<file path="src/sv/yaz0_pkg.sv">
// Shared types and constants for the Yaz0 decompressor.
`timescale 1ns / 1ps
package yaz0_pkg;

    // Output packing
    localparam int LANES    = 8;
    localparam int LANE_W   = 8;
    localparam int WORD_W   = LANES * LANE_W;
    localparam int LCNT_W   = $clog2(LANES);
    localparam int COUNT_W  = 4;
    localparam int TDATA_W  = 72;
    localparam int TUSER_W  = 2;

    // Stream format
    localparam int          DIST_W         = 12;
    localparam int          REM_W          = 9;
    localparam logic [3:0]  HDR_SIZE_FIRST = 4'd4;
    localparam logic [3:0]  HDR_SIZE_LAST  = 4'd7;
    localparam logic [3:0]  HDR_LAST       = 4'd15;
    localparam logic [REM_W-1:0] SHORT_LEN_BIAS = 9'd2;
    localparam logic [REM_W-1:0] LONG_LEN_BIAS  = 9'h12;

    // One decoded byte handed to the output packer
    typedef struct packed {
        logic              valid;
        logic [LANE_W-1:0] data;
        logic              bad;
        logic              last;
        logic              stream_end;
    } pk_byte_t;

endpackage

</file>
<file path="src/sv/yaz0_pack.sv">
// Output packer: gathers decoded bytes into results of up to eight bytes.
`timescale 1ns / 1ps
module yaz0_pack (
    input  logic                            clk,
    input  logic                            rst_n,
    input  yaz0_pkg::pk_byte_t              in_byte,
    output logic                            in_ready,
    output logic                            m_tvalid,
    input  logic                            m_tready,
    // m_tdata: out_bytes [63:0], byte_count [67:64], zero [71:68]
    output logic [yaz0_pkg::TDATA_W-1:0]    m_tdata,
    output logic                            m_tlast,
    // m_tuser: stream_end [0], bad_reference [1]
    output logic [yaz0_pkg::TUSER_W-1:0]    m_tuser
);

    import yaz0_pkg::*;

    logic [WORD_W-1:0]  acc_data_reg, acc_data_next;
    logic [LCNT_W-1:0]  acc_cnt_reg,  acc_cnt_next;
    logic               acc_bad_reg,  acc_bad_next;
    logic               out_v_reg,    out_v_next;
    logic [WORD_W-1:0]  out_data_reg, out_data_next;
    logic [COUNT_W-1:0] out_cnt_reg,  out_cnt_next;
    logic               out_last_reg, out_last_next;
    logic               out_end_reg,  out_end_next;
    logic               out_bad_reg,  out_bad_next;

    logic               take;
    logic               flush;
    logic [WORD_W-1:0]  merged;

    // Accept a byte whenever the output register can be refilled
    assign in_ready = !out_v_reg || m_tready;
    assign take     = in_byte.valid && in_ready;
    assign flush    = in_byte.last || (acc_cnt_reg == LCNT_W'(LANES - 1));
    assign merged   = acc_data_reg
                    | (WORD_W'(in_byte.data) << {acc_cnt_reg, 3'b000});

    // Accumulate lanes, move a full or final word to the output register
    always_comb
    begin
        acc_data_next = acc_data_reg;
        acc_cnt_next  = acc_cnt_reg;
        acc_bad_next  = acc_bad_reg;
        out_v_next    = out_v_reg && !m_tready;
        out_data_next = out_data_reg;
        out_cnt_next  = out_cnt_reg;
        out_last_next = out_last_reg;
        out_end_next  = out_end_reg;
        out_bad_next  = out_bad_reg;
        if (take)
        begin
            if (flush)
            begin
                out_v_next    = 1'b1;
                out_data_next = merged;
                out_cnt_next  = COUNT_W'({1'b0, acc_cnt_reg}) + COUNT_W'(1);
                out_last_next = in_byte.last;
                out_end_next  = in_byte.stream_end;
                out_bad_next  = acc_bad_reg || in_byte.bad;
                acc_data_next = '0;
                acc_cnt_next  = '0;
                acc_bad_next  = 1'b0;
            end
            else
            begin
                acc_data_next = merged;
                acc_cnt_next  = acc_cnt_reg + LCNT_W'(1);
                acc_bad_next  = acc_bad_reg || in_byte.bad;
            end
        end
    end

    always_ff @(posedge clk or negedge rst_n)
    begin
        if (!rst_n)
        begin
            acc_data_reg <= '0;
            acc_cnt_reg  <= '0;
            acc_bad_reg  <= 1'b0;
            out_v_reg    <= 1'b0;
        end
        else
        begin
            acc_data_reg <= acc_data_next;
            acc_cnt_reg  <= acc_cnt_next;
            acc_bad_reg  <= acc_bad_next;
            out_v_reg    <= out_v_next;
        end
    end

    // Output payload, no reset needed
    always_ff @(posedge clk)
    begin
        out_data_reg <= out_data_next;
        out_cnt_reg  <= out_cnt_next;
        out_last_reg <= out_last_next;
        out_end_reg  <= out_end_next;
        out_bad_reg  <= out_bad_next;
    end

    assign m_tvalid = out_v_reg;
    assign m_tdata  = {(TDATA_W - WORD_W - COUNT_W)'(0), out_cnt_reg, out_data_reg};
    assign m_tlast  = out_last_reg;
    assign m_tuser  = {out_bad_reg, out_end_reg};

endmodule

</file>
<file path="config.mk">
export PLATFORM = sky130hd
export DESIGN_NAME = yaz0_pack
export DESIGN_NICKNAME = d
export VERILOG_FILES = /design/src/sv/yaz0_pkg.sv /design/src/sv/yaz0_pack.sv
export SDC_FILE = /design/constraint.sdc
export NUM_CORES = 1
export LEC_CHECK = 0
export BUFFER_PORTS_ARGS = -buffer_cell sky130_fd_sc_hd__buf_4
export CORE_UTILIZATION = 40
export DETAILED_ROUTE_END_ITERATION = 10
export PLACE_DENSITY = 0.7
export SETUP_SLACK_MARGIN = 0.1
export SLEW_MARGIN = 20
export SYNTH_ARGS = -nofsm -noshare
export SYNTH_HDL_FRONTEND = slang
export SYNTH_SLANG_ARGS = --single-unit
</file>
<file path="constraint.sdc">
create_clock -name clk -period 2.1 [get_ports clk]
set_input_delay 0.105 -clock clk [delete_from_list [all_inputs] [get_ports clk]]
set_output_delay 0.105 -clock clk [all_outputs]
set_load 0.02 [all_outputs]
</file>
==> impl_metrics.ini, run 1 <==
[outcome]
status = complete, no violations

[die]
chipHeight_um = 120.5
pin_count = 92
die-area_mm2 = 0.01451
coreArea_mm2 = 0.01345
rows = 42
fp.dieW_um = 120.5
initial_core_util = 0.4173

[finish]
final_common_cell = buf_4
stdcell_area_mm2 = 0.006957
antenna_cells = 0
drive_above_1_share = 0.2648
final_cell_mix = 95 x buf_4, 71 x edfxtp_1, 69 x dfrtp_1
finalNonFillerCells = 682
nets = 510
area_growth_pct = 23.91
nFillCells = 1172

[timing]
rsz0062_at_grt = false
fin_setup_tns_ps = 0
period_share = 0.9089
setup_violations = 0
drv_slew = 0
final.setup_skew_ps = 5.619
max_freq_mhz = 523.9
hold_viol_final = 0
worst_pin_slew_ps = 896.6
min_period_ps = 1909
fin_ws_ps = 191.2
slew_headroom = 0.4023

[detailed_routing]
antenna_left = 0
drtIter0Drc = 312
vias = 3678
drc = 0
vias_per_cell = 5.393
drt_first_pass_iters = 5
avgRoutedWirePerCell_um = 18.70
finalWirelength_um = 12750

[placed_design]
dp_cells = 646
place_area_mm2 = 0.006276
io_buffers = 87
gp_congestion = 0.7619
dp_hpwl_um = 7708
place_ws_ps = 259.9

[worst_setup_path]
crit_chain = ha_1 > ha_1 > nor2_1 > nor3b_4 > buf_12 > buf_12
cp.required_ps = 2210
crit_slowest_cell = dfrtp_1
cp_slowest_stage_delay_ps = 380
arrival_ps = 2020
end_kind = flop
worstSetupPathType = flop to flop
critPathLaunchType = flop
cp_max_fo = 55

[cts]
clockBufferDepth = 2
cts_tree = yes
cts.sinks = 140
cts_resized = 0
cts_setup_buffers = 0
htree_levels = 4
cts-buffers-inserted = 17
cts_root_buf = clkbuf_16
clk_pin_slew_worst_paths_ps = 60
clock_latency_ps = 410

[logic_synthesis]
syn_area_mm2 = 0.005614
yosysUniqueCellTypes = 23
yosys.area.top_type_share = 0.3798
synthTopCellsByArea = edfxtp_1 38%, dfrtp_1 31%, a21o_1 8.6%, a31oi_1 7.2%, nor2_1 4.4%
synthCells = 422
seq_area_frac_synth = 0.6873
syn_avg_cell_area_um2 = 13.30
yosys.area.top_type = edfxtp_1
yosys_warnings = 0
synth_seq_cells = 140

[power_and_ir_drop]
p_leak_nw = 3.455
combPwrFrac = 0.141
power.share.sequential = 0.438
power_switching_w = 0.001862
powerDensity_mw_per_mm2 = 1097
p_int_w = 0.005768
irDropWorstVdd_v = 0.0004744
p_clk_frac = 0.421
switching_share = 0.2440

[grt]
grt_overflow = 0
grt_first_pass_wirelength_um = 19670
grt_usage = 0.1847
antenna_found_initial = 0
grt_pass1_vias = 3471
grt_max_degree = 72

[hold_path]
min_path_type = input pin to flop

[job]
max_cap_violations = 0
==> power by group through the flow <==
stage / Sequential, W / Clock (W) / Combinational [W]
6_report: 0.00334 / 0.00321 / 0.00107
5_1_grt: 0.00337 / 0.00336 / 0.00116
4_1_cts: 0.00334 / 0.00325 / 0.00108
3_5_place_dp: 0.00339 / 0 / 0.00106
3_3_place_gp: 0.00338 / 0 / 0.00103
2_1_floorplan: 0.00349 / 0 / 0.000630
==> worst max-delay path, delay by kind of cell (launching register included) <==
kind | cells | cell delay (ps)
fa+ha+maj | 2 | 310
flops | 1 | 380
simple gates | 2 | 320
buf+inv | 2 | 550
==> Yosys cell counts (all sizes together) <==
| library cell | count |
|---|---|
| nor2 | 66 |
| nor3b | 4 |
| nand4 | 3 |
| and2 | 9 |
| and3b | 3 |
| nand2b | 1 |
| o21ai | 4 |
| buf | 38 |
| clkbuf | 15 |
| inv | 4 |
| edfxtp | 71 |
| a31oi | 65 |
| a21o | 64 |
| dfrtp | 69 |
| and3 | 1 |
| or2 | 1 |
| ha | 2 |
| conb | 1 |
| nor3 | 1 |
==> kinds of logic after synthesis <==
logic type | synth area share
other | 0.0006680
adder cells (fa/ha/maj) | 0.004457
AO/OA/AOI/OAI | 0.1616
flip-flops | 0.6873
buffers and inverters | 0.06530
AND/OR/NAND/NOR | 0.08068
==> area by class of cell <==
cell class | instances | area, um2 | area share
Clock inverter | 13 | 197.7 | 0.02842
Timing Repair Buffer | 102 | 813.3 | 0.1169
Inverter | 4 | 15.01 | 0.002158
Sequential cell | 140 | 3859 | 0.5547
Multi-Input combinational cell | 228 | 1409 | 0.2025
Clock buffer | 19 | 442.9 | 0.06367
Tap cell | 176 | 220.2 | 0.03165
==> stage by stage <==
| step | hold slack [ps] | power, W | util |
|---|---|---|---|
| finish | 58.05 | 0.007630 | 0.5171 |
| global route | 68.18 | 0.007892 | 0.5171 |
| CTS | 45.99 | 0.007664 | 0.5171 |
| detailed placement | 282.2 | 0.004452 | 0.4665 |
| global placement | 272.7 | 0.004414 | 0.4665 |
| floorplan | -190.6 | 0.004118 | - |
==> what timing repair did <==
action,4_1_cts,5_1_grt
setup endpoints to repair,0,0
hold endpoints to repair,73,0
hold buffers,4,0
==> path summary, 6_finish.rpt <==
check / startpoint / to / slack, ps / cells after the start
hold / removal: in_byte[11] / acc_cnt_reg[1] / 60 / 3
setup reg to reg: acc_cnt_reg[0] / out_data_reg[53] / 190 / 6
setup / recovery: acc_cnt_reg[0] / out_data_reg[53] / 190 / 6
max in group asynchronous: rst_n / acc_data_reg[43] / 1150 / 2
hold reg to reg: acc_data_reg[1] / acc_data_reg[1] / 500 / 2
min in group asynchronous: rst_n / acc_data_reg[4] / 350 / 2
==> routing by layer <==
layer	up-vias	wire length (um)	track usage
met1	1846	5223	0.2413
met2	161	6329	0.2978
met3	16	1003	0.04670
li1	1655	-	-
met4	0	198	0.06790
met5	-	0	0
Power figures use the tool's default switching activity.
==> inputs of run 2 (changes only) <==
--- a/config.mk
+++ b/config.mk
@@ -8,7 +8,8 @@
 export BUFFER_PORTS_ARGS = -buffer_cell sky130_fd_sc_hd__buf_4
 export CORE_UTILIZATION = 40
 export DETAILED_ROUTE_END_ITERATION = 10
-export PLACE_DENSITY = 0.7
+export MAX_ROUTING_LAYER = met4
+export PLACE_DENSITY = 0.68
 export SETUP_SLACK_MARGIN = 0.1
 export SLEW_MARGIN = 20
 export SYNTH_ARGS = -nofsm -noshare
==> constraint.sdc (replaced) <==
create_clock -name clk -period 2 [get_ports clk]
set_input_delay 0.1 -clock clk [delete_from_list [all_inputs] [get_ports clk]]
set_output_delay 0.1 -clock clk [all_outputs]
set_load 0.02 [all_outputs]
==> run 2 against run 1 <==
- worst hold slack worse by 6.8 ps
- sequential power grew 5%
- clock skew is 5.1 ps higher
- sequential share of layout area up 1.1 points
- register-to-register slack got worse by 30 ps
- global-route usage is 0.32 points higher
- utilization fell by 0.98 points
- cell area fell by 1.9%
- maximum frequency is 3.7% higher
- highest routed layer unchanged
==> impl_metrics.ini, run 2 (same netlist as run 1, synthesis figures left out) <==
[finish]
regArea_mm2 = 0.003859
drive_above_1_share = 0.2610
final_common_cell = buf_4
antenna_cells = 0
final_cell_mix = 91 x buf_4, 71 x edfxtp_1, 69 x dfrtp_1
nets = 506
nFillCells = 1212
stdcell_area_mm2 = 0.006825
area_growth_pct = 21.57
multi_input_area_mm2 = 0.001409

[worst_setup_path]
crit_slowest_cell = clkbuf_16
cp.required_ps = 2050
worstSetupPathType = flop to flop
cp_slowest_stage_delay_ps = 390
critPathLaunchType = flop
cp_max_fo = 96
crit_chain = ha_1 > ha_1 > nor2_1 > nor3b_4 > clkbuf_16
arrival_ps = 1890
worst-path-buf-inv = 1
cpLargestDelayFamily = buffers and inverters
cp_common_cell = ha_1
end_kind = flop

[grt]
antenna_found_initial = 0
grt_max_degree = 97
grt_pass1_vias = 3541
grt_usage = 0.1880
grt_overflow = 0
grt_first_pass_wirelength_um = 19500

[die]
fp.dieW_um = 120.5
coreArea_mm2 = 0.01345
initial_core_util = 0.4173
pin_count = 92
die-area_mm2 = 0.01451
chipHeight_um = 120.5
rows = 42

[placed_design]
place_area_mm2 = 0.006221
dp_hpwl_um = 7434
io_buffers = 87
gp_congestion = 0.7541

[cts]
cts_setup_buffers = 0
htree_levels = 4
clk_pin_slew_worst_paths_ps = 60
cts_tree = yes
cts.sinks = 140
cts_root_buf = clkbuf_16
clockBufferDepth = 2
clock_latency_ps = 410
cts-buffers-inserted = 17

[timing]
worst_pin_slew_ps = 903.0
hold_viol_final = 0
slew_headroom = 0.3980
period_share = 0.9204
rsz0062_at_grt = true
fin_setup_tns_ps = 0
max_freq_mhz = 543.2
drv_slew = 0
final.setup_skew_ps = 10.73
min_period_ps = 1841
setup_violations = 0

[power_and_ir_drop]
power_switching_w = 0.001989
p_leak_nw = 3.381
power.share.sequential = 0.467
powerDensity_mw_per_mm2 = 1101
combPwrFrac = 0.149
irDropWorstVdd_v = 0.0006497
p_clk_frac = 0.385
switching_share = 0.2647
p_int_w = 0.005524

[hold_path]
min_path_type = input pin to flop

[detailed_routing]
antenna_left = 0
vias_per_cell = 5.302
drc = 0
avgRoutedWirePerCell_um = 18.44
drt_first_pass_iters = 4
finalWirelength_um = 12500
vias = 3595
drtIter0Drc = 340

[job]
max_cap_violations = 0

[outcome]
status = complete, no violations
## run 2: changes by cell type in the layout (fill, tap and decap cells not counted), moves of 2 or more
| cell | before | now |
|---|---|---|
| buf_6 | 0 | 2 |
| inv_6 | 0 | 2 |
| clkinvlp_4 | 1 | 4 |
| buf_12 | 3 | 0 |
| buf_4 | 95 | 91 |
| bufinv_16 | 5 | 1 |
## run 2: area by class of cell
type	count	area share
clock inverters	14	0.01797
inverters	4	0.002200
well taps	176	0.03226
multi-input cells	228	0.2064
repair buffers	98	0.1129
flip-flops and latches	140	0.5654
clock buffers	18	0.06288
## run 2: final timing paths
path	to	depth (start not counted)	slack, ps	startpoint
max in group asynchronous	acc_data_reg[27]	2	1050	rst_n
worst min register to register	acc_bad_reg	2	490	acc_bad_reg
min in group asynchronous	acc_data_reg[4]	2	360	rst_n
worst min-delay path	acc_cnt_reg[2]	3	50	in_byte[11]
worst max-delay path	out_data_reg[27]	5	160	acc_cnt_reg[0]
worst max register to register	out_data_reg[27]	5	160	acc_cnt_reg[0]
## run 2: power groups by stage
stage               combinational (W)  clock [W]  sequential [W]
finish                        0.00112    0.00289         0.00351
global placement              0.00108          0         0.00355
global route                  0.00121    0.00305         0.00354
detailed placement            0.00111          0         0.00356
floorplan                    0.000663          0         0.00366
CTS                           0.00112    0.00293         0.00351
## run 2: worst reg2reg max path, delay by kind of cell (launching register included)
family        cells  cell delay, ps
buf+inv           1             390
simple gates      2             340
fa+ha+maj         2             300
flops             1             360
## run 2: repair_timing
action | in CTS | in global routing
resized for setup | 0 | 3
hold buffers | 4 | 0
hold endpoints to repair | 73 | 0
setup endpoints to repair | 0 | 59
## run 2: stage by stage
step | setup slack [ps] | utilization | hold slack (ps) | std cells | total power [W]
after floorplan | 194.9 | - | -195.6 | 425 | 0.004324
after global placement | 270.6 | 0.4624 | 276.2 | 642 | 0.004628
after detailed placement | 193.7 | 0.4624 | 282.9 | 642 | 0.004666
after CTS | 126.8 | 0.5064 | 39.60 | 678 | 0.007554
after global routing | 90.03 | 0.5073 | 63.41 | 678 | 0.007803
final | 159.2 | 0.5073 | 51.26 | 678 | 0.007512
## run 2: routing by layer
| metal | global-route usage | share of wire | up-vias |
|---|---|---|---|
| li1 | - | - | 1651 |
| met1 | 0.2449 | 0.42 | 1780 |
| met2 | 0.2960 | 0.50 | 156 |
| met3 | 0.04434 | 0.074 | 8 |
| met4 | 0.05170 | 0.0085 | 0 |
| met5 | - | 0 | - |
==> inputs of run 3 (changes only) <==
--- a/config.mk
+++ b/config.mk
@@ -9,7 +9,7 @@
 export CORE_UTILIZATION = 40
 export DETAILED_ROUTE_END_ITERATION = 10
 export MAX_ROUTING_LAYER = met4
-export PLACE_DENSITY = 0.68
+export PLACE_DENSITY = 0.66
 export SETUP_SLACK_MARGIN = 0.1
 export SLEW_MARGIN = 20
 export SYNTH_ARGS = -nofsm -noshare
==> run 3 against run 2 <==
- clock skew shrank 4.9 ps
- largest cell class unchanged
- sequential power is essentially flat
- worst hold slack lost 5.7 ps
- power grew 7.0%
- critical path type unchanged
- maximum frequency grew 0.31%
- routed wire length grew 4.0%
- via count grew 1.9%
- critical endpoint is now out_data_reg[2]
- clock-buffer cell count shrank 1
- cell area grew 1.8%
- clock power grew 18%
- sequential share of layout area shrank 1.0 points
- cell count grew 0.44%
==> impl_metrics.ini, run 3 (same netlist as run 1, synthesis figures left out) <==
[cts]
htree_levels = 4
clockBufferDepth = 2
clk_pin_slew_worst_paths_ps = 60
clock_latency_ps = 420
cts_tree = yes
cts-buffers-inserted = 17
cts_root_buf = clkbuf_16
cts.sinks = 140

[die]
rows = 42
coreArea_mm2 = 0.01345
die-area_mm2 = 0.01451
chipHeight_um = 120.5
pin_count = 92
initial_core_util = 0.4173
fp.dieW_um = 120.5

[detailed_routing]
vias = 3664
avgRoutedWirePerCell_um = 19.09
finalWirelength_um = 13000
drtIter0Drc = 393
vias_per_cell = 5.380
drc = 0
antenna_left = 0
drt_first_pass_iters = 5

[timing]
setup_violations = 0
slew_headroom = 0.5800
final.setup_skew_ps = 5.804
rsz0062_at_grt = false
max_freq_mhz = 544.9
period_share = 0.9175
hold_viol_final = 0
fin_setup_tns_ps = 0
worst_pin_slew_ps = 629.4
drv_slew = 0
min_period_ps = 1835

[worst_setup_path]
cp_max_fo = 96
regToRegSetupSlack_ps = 160
cp.required_ps = 2080
cp_common_cell = ha_1
cp_slowest_stage_delay_ps = 420
r2r_end = out_data_reg[2]
arrival_ps = 1910
reg2reg_from = acc_cnt_reg[0]
r2r_cells = 5
worst-path-buf-inv = 1
end_kind = flop
critPathLaunchType = flop
crit_slowest_cell = clkbuf_16
crit_chain = ha_1 > ha_1 > nor2_1 > nor3b_4 > clkbuf_16
worstSetupPathType = flop to flop
startpoint = acc_cnt_reg[0]
cpLargestDelayFamily = buffers and inverters

[finish]
antenna_cells = 0
nets = 509
finalNonFillerCells = 681
area_growth_pct = 23.78
nFillCells = 1194
final_cell_mix = 94 x buf_4, 71 x edfxtp_1, 69 x dfrtp_1
final_common_cell = buf_4
drive_above_1_share = 0.2693

[placed_design]
dp_hpwl_um = 7671
gp_congestion = 0.7785
io_buffers = 87
dp_cells = 645

[power_and_ir_drop]
power_switching_w = 0.002006
powerDensity_mw_per_mm2 = 1156
p_int_w = 0.006030
p_clk_frac = 0.423
p_leak_nw = 3.449
combPwrFrac = 0.140
irDropWorstVdd_v = 0.0006153
power.share.sequential = 0.437
switching_share = 0.2497

[hold_path]
hold_depth = 3
min_path_type = input pin to flop
min_to = acc_cnt_reg[1]
min_from = in_byte[11]

[job]
max_cap_violations = 0

[grt]
grt_pass1_vias = 3586
grt_first_pass_wirelength_um = 20230
grt_max_degree = 97
grt_overflow = 0
antenna_found_initial = 0
grt_usage = 0.1951

[outcome]
status = complete, no violations
==> run 3: power groups by stage <==
stage,clock [W],combinational [W],sequential [W]
after floorplan,0,0.000663,0.00366
after global placement,0,0.00109,0.00355
after detailed placement,0,0.00111,0.00356
after CTS,0.00345,0.00113,0.00351
after global routing,0.00357,0.00122,0.00354
final,0.00340,0.00113,0.00351
==> run 3: metrics by stage <==
stage               utilization  worst slack [ps]  power, W  hold WS, ps  instance area, um2
floorplan                     -             194.9  0.004324       -195.6                5632
global route             0.5166             73.54  0.008335        63.67                6949
detailed placement       0.4650             191.7  0.004675        114.7                6256
global placement         0.4650             255.2  0.004636        102.7                6256
CTS                      0.5159             110.8  0.008087        29.19                6940
finish                   0.5166             164.9  0.008036        45.51                6949
==> run 3: final cells by class <==
class | instances | area, um2 | area share
Multi-Input combinational cell | 228 | 1409 | 0.2027
Sequential cell | 140 | 3859 | 0.5553
Tap cell | 176 | 220.2 | 0.03169
Clock inverter | 15 | 219.0 | 0.03151
Clock buffer | 17 | 425.4 | 0.06122
Timing Repair Buffer | 101 | 802.0 | 0.1154
Inverter | 4 | 15.01 | 0.002161
==> run 3: metal layers <==
layer  global-route usage  share of wire  up-vias  wire length [um]
li1                     -              -     1662                 -
met1               0.2648           0.44     1840              5662
met2               0.2888           0.50      146              6443
met3              0.03962          0.055       16               718
met4              0.07793          0.014        0               178
met5                    -              0        -                 0
==> run 3: how the worst max path moves through the flow <==
stage                                  end  slack (ps)  cells after the start
after floorplan                    m_tlast         190                      5
after global placement     out_data_reg[5]         260                      5
after global routing      out_data_reg[54]          70                      5
final                      out_data_reg[2]         160                      5
after detailed placement  out_data_reg[54]         190                      5
after CTS                         in_ready         110                      3
==> run 3: tightest hold or removal path: stages <==
cell and delay [ps]:
buf_4 160, nand4_1 90, o21ai_0 70
==> run 3: repair_timing <==
action	4_1_cts	5_1_grt
resized for setup	0	2
setup endpoints to repair	0	26
buffers inserted	0	0
hold buffers	4	0
endpoints found under the hold margin	41	0
